--- config.mk ---
export PLATFORM = sky130hd
export DESIGN_NAME = fdsm_datapath
export DESIGN_NICKNAME = d
export VERILOG_FILES = /design/src/fdsm_pkg.sv /design/src/fdsm_datapath.sv
export SDC_FILE = /design/constraint.sdc
export NUM_CORES = 2
export LEC_CHECK = 0
export BUFFER_PORTS_ARGS = -buffer_cell sky130_fd_sc_hd__buf_2
export CAP_MARGIN = 10
export CELL_PAD_IN_SITES_DETAIL_PLACEMENT = 0
export CELL_PAD_IN_SITES_GLOBAL_PLACEMENT = 1
export CORE_MARGIN = 1.5
export CORE_UTILIZATION = 45
export DETAILED_ROUTE_END_ITERATION = 8
export PLACE_DENSITY = 0.71
export SLEW_MARGIN = 25
export SYNTH_ARGS = -nofsm -noshare
export SYNTH_HDL_FRONTEND = slang
export SYNTH_SLANG_ARGS = --single-unit
export TNS_END_PERCENT = 30
--- constraint.sdc ---
create_clock -name clock -period 6 [get_ports clock]
set_input_delay 1.2 -clock clock [delete_from_list [all_inputs] [get_ports clock]]
set_output_delay 1.2 -clock clock [all_outputs]
set_load 0.1 [all_outputs]
--- src/fdsm_pkg.sv ---
package fdsm_pkg;

   // Field widths of one word on each channel
   localparam int unsigned OPCODE_W = 3;
   localparam int unsigned CELL_W   = 32;
   localparam int unsigned STATUS_W = 2;
   localparam int unsigned DEPTH_W  = 7;

   // Opcodes
   localparam logic [OPCODE_W-1:0] OP_PUSH = 3'd0;
   localparam logic [OPCODE_W-1:0] OP_DROP = 3'd1;
   localparam logic [OPCODE_W-1:0] OP_SWAP = 3'd2;
   localparam logic [OPCODE_W-1:0] OP_OVER = 3'd3;
   localparam logic [OPCODE_W-1:0] OP_DUP  = 3'd4;
   localparam logic [OPCODE_W-1:0] OP_NIP  = 3'd5;
   localparam logic [OPCODE_W-1:0] OP_ROT  = 3'd6;

   // Status codes
   localparam logic [STATUS_W-1:0] ST_OK    = 2'd0;
   localparam logic [STATUS_W-1:0] ST_UNDER = 2'd1;
   localparam logic [STATUS_W-1:0] ST_OVER  = 2'd2;

   typedef struct packed {
      logic        [OPCODE_W-1:0] opcode;
      logic signed [CELL_W-1:0]   push_value;
   } req_word_type;

   typedef struct packed {
      logic        [STATUS_W-1:0] status;
      logic signed [CELL_W-1:0]   top_cell;
      logic        [DEPTH_W-1:0]  stack_depth;
   } rsp_word_type;

   // Controller to datapath commands
   typedef struct packed {
      logic load;    // capture the request word and read the third cell
      logic commit;  // execute the operation and load the response word
   } cmd_type;

endpackage

--- src/fdsm_datapath.sv ---
module fdsm_datapath #(
   parameter int unsigned STACK_CELLS = 64
) (
   input  logic                   clock,
   input  logic                   reset,
   input  fdsm_pkg::cmd_type      cmd,
   input  fdsm_pkg::req_word_type req_word,
   output fdsm_pkg::rsp_word_type rsp_word
);

   localparam int unsigned AW = $clog2(STACK_CELLS);
   localparam int unsigned DW = $clog2(STACK_CELLS + 1);
   localparam int unsigned CW = fdsm_pkg::CELL_W;

   // Top two cells live in registers, the rest in the memory (bottom at 0)
   logic [CW-1:0]                 mem [STACK_CELLS];
   logic [DW-1:0]                 depth_ff, depth_in;
   logic [CW-1:0]                 tos_ff, tos_in;
   logic [CW-1:0]                 nos_ff, nos_in;
   logic [CW-1:0]                 rd_ff;
   logic [fdsm_pkg::OPCODE_W-1:0] op_ff;
   logic [CW-1:0]                 val_ff;
   fdsm_pkg::rsp_word_type        rsp_ff, rsp_in;

   logic          wr_en;
   logic [AW-1:0] wr_addr;
   logic [AW-1:0] rd_addr;
   logic [DW-1:0] need;
   logic          grow;
   logic          nop;
   logic          under;
   logic          over;

   // Third cell from the top sits at depth - 3
   assign rd_addr = AW'(depth_ff - DW'(3));

   // Decode the operation and work out the next stack state
   always_comb begin
      need     = '0;
      grow     = 1'b0;
      nop      = 1'b0;
      wr_en    = 1'b0;
      wr_addr  = AW'(depth_ff - DW'(2));
      depth_in = depth_ff;
      tos_in   = tos_ff;
      nos_in   = nos_ff;

      case (op_ff)
         fdsm_pkg::OP_PUSH: grow = 1'b1;
         fdsm_pkg::OP_DROP: need = DW'(1);
         fdsm_pkg::OP_SWAP: need = DW'(2);
         fdsm_pkg::OP_OVER: begin
            need = DW'(2);
            grow = 1'b1;
         end
         fdsm_pkg::OP_DUP: begin
            need = DW'(1);
            grow = 1'b1;
         end
         fdsm_pkg::OP_NIP:  need = DW'(2);
         fdsm_pkg::OP_ROT:  need = DW'(3);
         default:           nop  = 1'b1;
      endcase

      under = !nop && (depth_ff < need);
      over  = !nop && !under && grow && (depth_ff >= DW'(STACK_CELLS));

      if (under) begin
         depth_in = '0;
      end else if (!nop && !over) begin
         case (op_ff)
            fdsm_pkg::OP_PUSH: begin
               wr_en    = (depth_ff >= DW'(2));
               nos_in   = tos_ff;
               tos_in   = val_ff;
               depth_in = depth_ff + DW'(1);
            end
            fdsm_pkg::OP_DROP: begin
               tos_in   = nos_ff;
               nos_in   = rd_ff;
               depth_in = depth_ff - DW'(1);
            end
            fdsm_pkg::OP_SWAP: begin
               tos_in = nos_ff;
               nos_in = tos_ff;
            end
            fdsm_pkg::OP_OVER: begin
               wr_en    = 1'b1;
               nos_in   = tos_ff;
               tos_in   = nos_ff;
               depth_in = depth_ff + DW'(1);
            end
            fdsm_pkg::OP_DUP: begin
               wr_en    = (depth_ff >= DW'(2));
               nos_in   = tos_ff;
               depth_in = depth_ff + DW'(1);
            end
            fdsm_pkg::OP_NIP: begin
               nos_in   = rd_ff;
               depth_in = depth_ff - DW'(1);
            end
            fdsm_pkg::OP_ROT: begin
               wr_en   = 1'b1;
               wr_addr = AW'(depth_ff - DW'(3));
               nos_in  = tos_ff;
               tos_in  = rd_ff;
            end
            default: begin
               wr_en = 1'b0;
            end
         endcase
      end

      // Build the response word from the new state
      if (under) begin
         rsp_in.status = fdsm_pkg::ST_UNDER;
      end else if (over) begin
         rsp_in.status = fdsm_pkg::ST_OVER;
      end else begin
         rsp_in.status = fdsm_pkg::ST_OK;
      end
      rsp_in.top_cell    = (depth_in != '0) ? tos_in : '0;
      rsp_in.stack_depth = fdsm_pkg::DEPTH_W'(depth_in);
   end

   // Capture the request and read the third cell; write back on commit
   always_ff @(posedge clock) begin
      if (cmd.load) begin
         op_ff  <= req_word.opcode;
         val_ff <= req_word.push_value;
         rd_ff  <= mem[rd_addr];
      end
      if (cmd.commit && wr_en) begin
         mem[wr_addr] <= nos_ff;
      end
      if (cmd.commit) begin
         tos_ff <= tos_in;
         nos_ff <= nos_in;
         rsp_ff <= rsp_in;
      end
   end

   // Hold the depth count
   always_ff @(posedge clock) begin
      if (reset) begin
         depth_ff <= '0;
      end else if (cmd.commit) begin
         depth_ff <= depth_in;
      end
   end

   assign rsp_word = rsp_ff;

endmodule

Yosys cells after proc, flatten, opt, wreduce, memory -nomap -nowiden:

Memories as Yosys holds them, arrays and structs flattened. A register that Yosys moved wholly into a read port is not among the register bits.
Index checks and enable logic that the tools add are counted.

* memories kept: 1
* logic and storage cells: 62
* input bits: 39
* RAM bits: 2048
* output and inout port bits: 41
* bits in registers: 147

Memories
* mem: words 64, width 32, rd ports 1, clocked after Yosys merged registers in 1, wr ports 1, RTL line fdsm_datapath.sv:16 `logic [CW-1:0] mem [STACK_CELLS];`

* reduce and logical (&&, ||, !) cells: 21
* magnitude comparators: 3
* $add $sub $neg: 4
* muxes and demuxes: 18
* equal/unequal tests: 6
* bitwise logic cells: 1

Operators by type and width (number)
* $pmux 32 s3: 1
* $mux 32: 2
* $pmux 32 s2: 1
* $mux 6: 3
* $mux 7: 2
* $pmux 7 s2: 1
* $sub 6x2->6 const B: 2
* $eq 3x3->1 const B: 3
* $reduce_or 3->1: 3
* $reduce_or 2->1: 4
* $add 7x1->7 const B: 1
* $ge 7x2->1 const B: 1
* $ge 7x7->1 const B: 1
* $lt 7x2->1: 1
* $reduce_bool 7->1: 1
* $reduce_or 7->1: 1
* $sub 7x1->7 const B: 1
* $eq 3x2->1 const B: 2
* $logic_and 1x1->1: 6
* $pmux 2 s3: 1
* $mux 1: 5
* $reduce_or 5->1: 1
* $reduce_and 4->1: 1
* $eq 3x1->1 const B: 1
* other kinds (6): 7

Longest topological paths before layout:

* word-level depth: 16
* gate-level depth with buffers: 14
* mapped depth without buffers: 10

Worst setup path after synthesis:

OpenSTA, ideal clock, no wires.

* path type: reg-to-reg
* start: reg op_ff[0] (netlist bit)
* end: mem mem[24][0] (netlist bit), enable pin
* library setup time: 461 ps
* data required time: 5539 ps
* path buffers: 3
* cell stages (with the launch flop): 13
* period minus slack after synthesis: 5390 ps
* arrival time: 4928 ps
* setup slack: 610 ps
* path through: edfxtp_1 -> buf_2 -> clkbuf_1 -> clkbuf_1 -> nand2_1 -> xor2_1 -> ha_1 -> or3_1 -> o211a_1 -> nor2_2 -> a21o_1 -> nand3_1 -> nor3_1

* longest elaborated chain between the ends: 16
* elaborated cells between the ends (all ways): 32
* those cells by class: 1 x order compare; 6 x eq/ne; 10 x mux; 15 x reduce/logical

Ends and longest elaborated chain
* start, declared: RTL line fdsm_datapath.sv:21 `logic [fdsm_pkg::OPCODE_W-1:0] op_ff;`
* start signal, assigned: RTL line fdsm_datapath.sv:129 `op_ff <= req_word.opcode;`
* $eq 3x2->1, or another cell as far along: RTL line fdsm_datapath.sv:48, fdsm_datapath.sv:71
* $reduce_or 3->1 (no source line) or $reduce_or 2->1 (tied branches)
* $pmux 2 s3: RTL line fdsm_datapath.sv:48 `case (op_ff)`
* $lt 7x2->1: RTL line fdsm_datapath.sv:65 `under = !nop && (depth_ff < need);`
* $logic_and 1x1->1: RTL line fdsm_datapath.sv:65
* $logic_not 1->1: RTL line fdsm_datapath.sv:66 `over = !nop && !under && grow && (depth_ff >= DW'(STACK_CELLS));`
* $logic_and 1x1->1 (3 in series): RTL line fdsm_datapath.sv:66
* $logic_not 1->1: RTL line fdsm_datapath.sv:70 `end else if (!nop && !over) begin`
* $logic_and 1x1->1: RTL line fdsm_datapath.sv:70
* $mux 1: RTL line fdsm_datapath.sv:70
* $mux 1: RTL line fdsm_datapath.sv:68 `if (under) begin`
* $logic_and 1x1->1: RTL line fdsm_datapath.sv:133 `if (cmd.commit && wr_en) begin`
* $mux 1: RTL line fdsm_datapath.sv:133
* $mux 1 (not written as such): RTL line fdsm_datapath.sv:134 `mem[wr_addr] <= nos_ff;`
* end, declared: RTL line fdsm_datapath.sv:16

Parallel ways exist; a longest one is shown, timed or not.

Final worst setup path:

* start: reg op_ff[0] (netlist bit)
* end: mem mem[38][29] (netlist bit), enable pin

The elaborated chain is that of the path after synthesis.

==> results.toml <==
[pwr]
share_seq_of_total_power = 0.473
net_switching_uw = 10600
ir_drop_v = 0.000259
power.share.clock = 0.348
cellInternalPower_uw = 28400
switching_part_of_the_total = 0.271
power.density_nw_per_um2 = 398
power.share.combinational = 0.180
leakagePower_uw = 0.0299
power_uw = 39000

[clock_network]
post_cts_hold_buffer_count = 0
post_cts.repair.setup_buffers = 0
tritoncts_buffer_count = 215
post_cts_resize_count = 0
clock_latency_ns = 0.87
htree_levels = 4
max-clock-path-buffers = 3
clockRootBuffer = "clkbuf_16"
clock_sink_count = 2227
tritoncts = "yes"
clkTransAtPathRegs_ns = 0.06

[die]
core_region_area_um2 = 190000
start_util = 0.453
top_level_ports = 80
die-width_um = 440
die_y_um = 440
floorplan.die_area_um2 = 194000
core.rowCount = 160

[route]
detail_route.wirelength.met1_um = 87300
antenna_violating_nets_post_route = 0
routed_wire_length_per_instance_um = 32.7
met3_wirelength_um = 19600
dr.pass1.iters = 7
highest-signal-layer = "met4"
initialDrtViolationCount = 4953
drc = 0
routed_vias_inst = 6.14
wl_met2_um = 105000
detail_route.wirelength_um = 219000
total_number_of_vias = 41100

[flow_run]
maxCapViolCount = 0

[yosys]
netlist_instances = 3722
post_synth_num_cell_types = 63
mean_area_per_synthesized_cell_um2 = 23.1
mappedNetlistArea_um2 = 86000
synth.ff_latch_count = 2227
ys_seq_area_frac = 0.776
synth_enable_flop_cells = 2220
synthesis.nets = 3771
synth-async-reset-ratio = 0
synth_flop_cell = "edfxtp_1"
yosysWarnings = 0

[global_routing]
first_pass_grt_wire_length_um = 310000
grt_start_max_net_pins = 131
antenna_found_initial = 11
vias_in_the_first_global_route = 40900
global_route_total_usage_across_every_layer = 0.227
gr-total-overflow = 0

[outcome]
run_status = "finished, final reports clean"

[layout]
final_net_count = 4042
sequential_cell_area_um2 = 66800
utilization = 0.516
drive_above_1_share = 0.321
layout.cells.most_common_list = "edfxtp_1, mux4_2, clkbuf_16"
most_frequent_standard_cell_in_the_layout_excluding_fill_and_tap_cells = "edfxtp_1"
layout.cell_area.non_filler_um2 = 97900
multiInputGateArea_um2 = 18800
num-fill-cells = 14500
syn2layout_area_growth_pct = 13.8

[placed_design]
port-buffer-count = 79
postPlaceCellArea_um2 = 90900
detailedPlacementHpwl_um = 119000
placement.setup.worst_slack_ns = 1.14
finalWeightedCongestion = 0.855

[sta]
highest_achievable_clock_rate_mhz = 201
timing.setup.tns_ns = 0
final_period_minus_worst_setup_slack_ns = 4.96
worstMarginPinSlew_ns = 1.04
worst_slew_margin_rel = 0.305
worst_clock_skew_ns = 0.0476
timing.final.hold_violations = 0
final_critical_path_setup_slack_ns = 1.04
setup_repair_after_global_routing_missed_its_margin = "false"
report.final.slew_viol_count = 0
final_min_period_over_clock_period = 0.827
finalSetupViolCount = 0

[worst_setup_path]
timing.critical_path.from_type = "register"
path_max_fanout = 29
critPathRequiredTime_ns = 6.51
type_of_element_capturing_the_critical_path = "register"
timing.setup.critical_path_class = "register to register"
worst_path_arrival_ns = 5.47

[worst_hold_path]
min-delay-path-class = "input pin to register"
[state kept, by name (all words and copies together) (netlist names)]
signal    flops
tos_ff       32
rsp_word     41
val_ff       32
mem        2048
op_ff         3
depth_ff      7
nos_ff       32
rd_ff        32
[routing by layer]
layer / global-route usage / up-vias
li1: - / 16500
met4: 0.0670 / 0
met2: 0.359 / 1989
met3: 0.0454 / 290
met5: 0 / -
met1: 0.321 / 22300
[final timing paths]
path | cells past startpoint | slack [ns] | start | to
worst max-delay path | 11 | 1.04 | op_ff[0] | mem[38][29]
worst min-delay path | 1 | 0.50 | req_word[22] | val_ff[22]
worst max register to register | 11 | 1.04 | op_ff[0] | mem[38][29]
worst min register to register | 1 | 0.56 | tos_ff[15] | nos_ff[15]
[per-stage QoR]
| step | hold WS, ns | cells |
|---|---|---|
| 2_1_floorplan | 0.538 | 3722 |
| 3_3_place_gp | 0.550 | 6280 |
| 3_5_place_dp | 0.557 | 6287 |
| 4_1_cts | 0.444 | 6687 |
| 5_1_grt | 0.474 | 6688 |
| 6_report | 0.499 | 6694 |
[power groups by stage]
stage	Combinational, uW	Clock (uW)	Sequential (uW)
finish	7010	13600	18400
global route	7290	14300	18400
CTS	7010	13700	18400
detailed placement	6990	0	18800
global placement	6900	0	18700
floorplan	3360	0	19500
[layout make-up]
type	instances	share of cell area
flip-flops and latches	2227	0.682
multi-input cells	1278	0.192
clock buffers	276	0.0579
well taps	2511	0.0321
repair buffers	261	0.0208
clock inverters	124	0.0141
inverters	10	0.000383
diodes	7	0.000179
[worst max-delay path, stage by stage, from the launching register on]
cell	delay, ns
edfxtp_1	0.35
buf_4	0.37
nand2_1	0.13
xor2_1	0.16
ha_1	0.18
or3_1	0.43
o211a_1	0.29
nor3_1	0.36
a21o_1	0.49
nand2_1	0.61
nor2_4	0.78
buf_4	0.40
[kinds of logic (layout without fill, tap and decap cells)]
family                   after synthesis  in the layout  synth area share
adder cells (fa/ha/maj)               10             10           0.00154
buffers and inverters                217            671            0.0115
other                                  0              7                 0
flip-flops                          2227           2227             0.776
multiplexers                         703            703             0.174
AO/OA/AOI/OAI                        234            234            0.0184
XOR/XNOR                              15             15           0.00161
AND/OR/NAND/NOR                      316            316            0.0163
[synth_stat cells (24+ instances only)]
cell type / number / area (um2)
clkbuf_1: 98 / 368
nor2_1: 86 / 323
nand2_1: 136 / 510
a21boi_0: 30 / 225
a31oi_1: 25 / 156
and2_1: 24 / 150
buf_2: 79 / 395
a21oi_1: 35 / 175
mux2_2: 60 / 676
a22oi_1: 32 / 240
edfxtp_1: 2220 / 66700
a211oi_1: 25 / 188
o21ai_0: 39 / 195
mux4_2: 630 / 14200
Power figures use the tool's default switching activity.
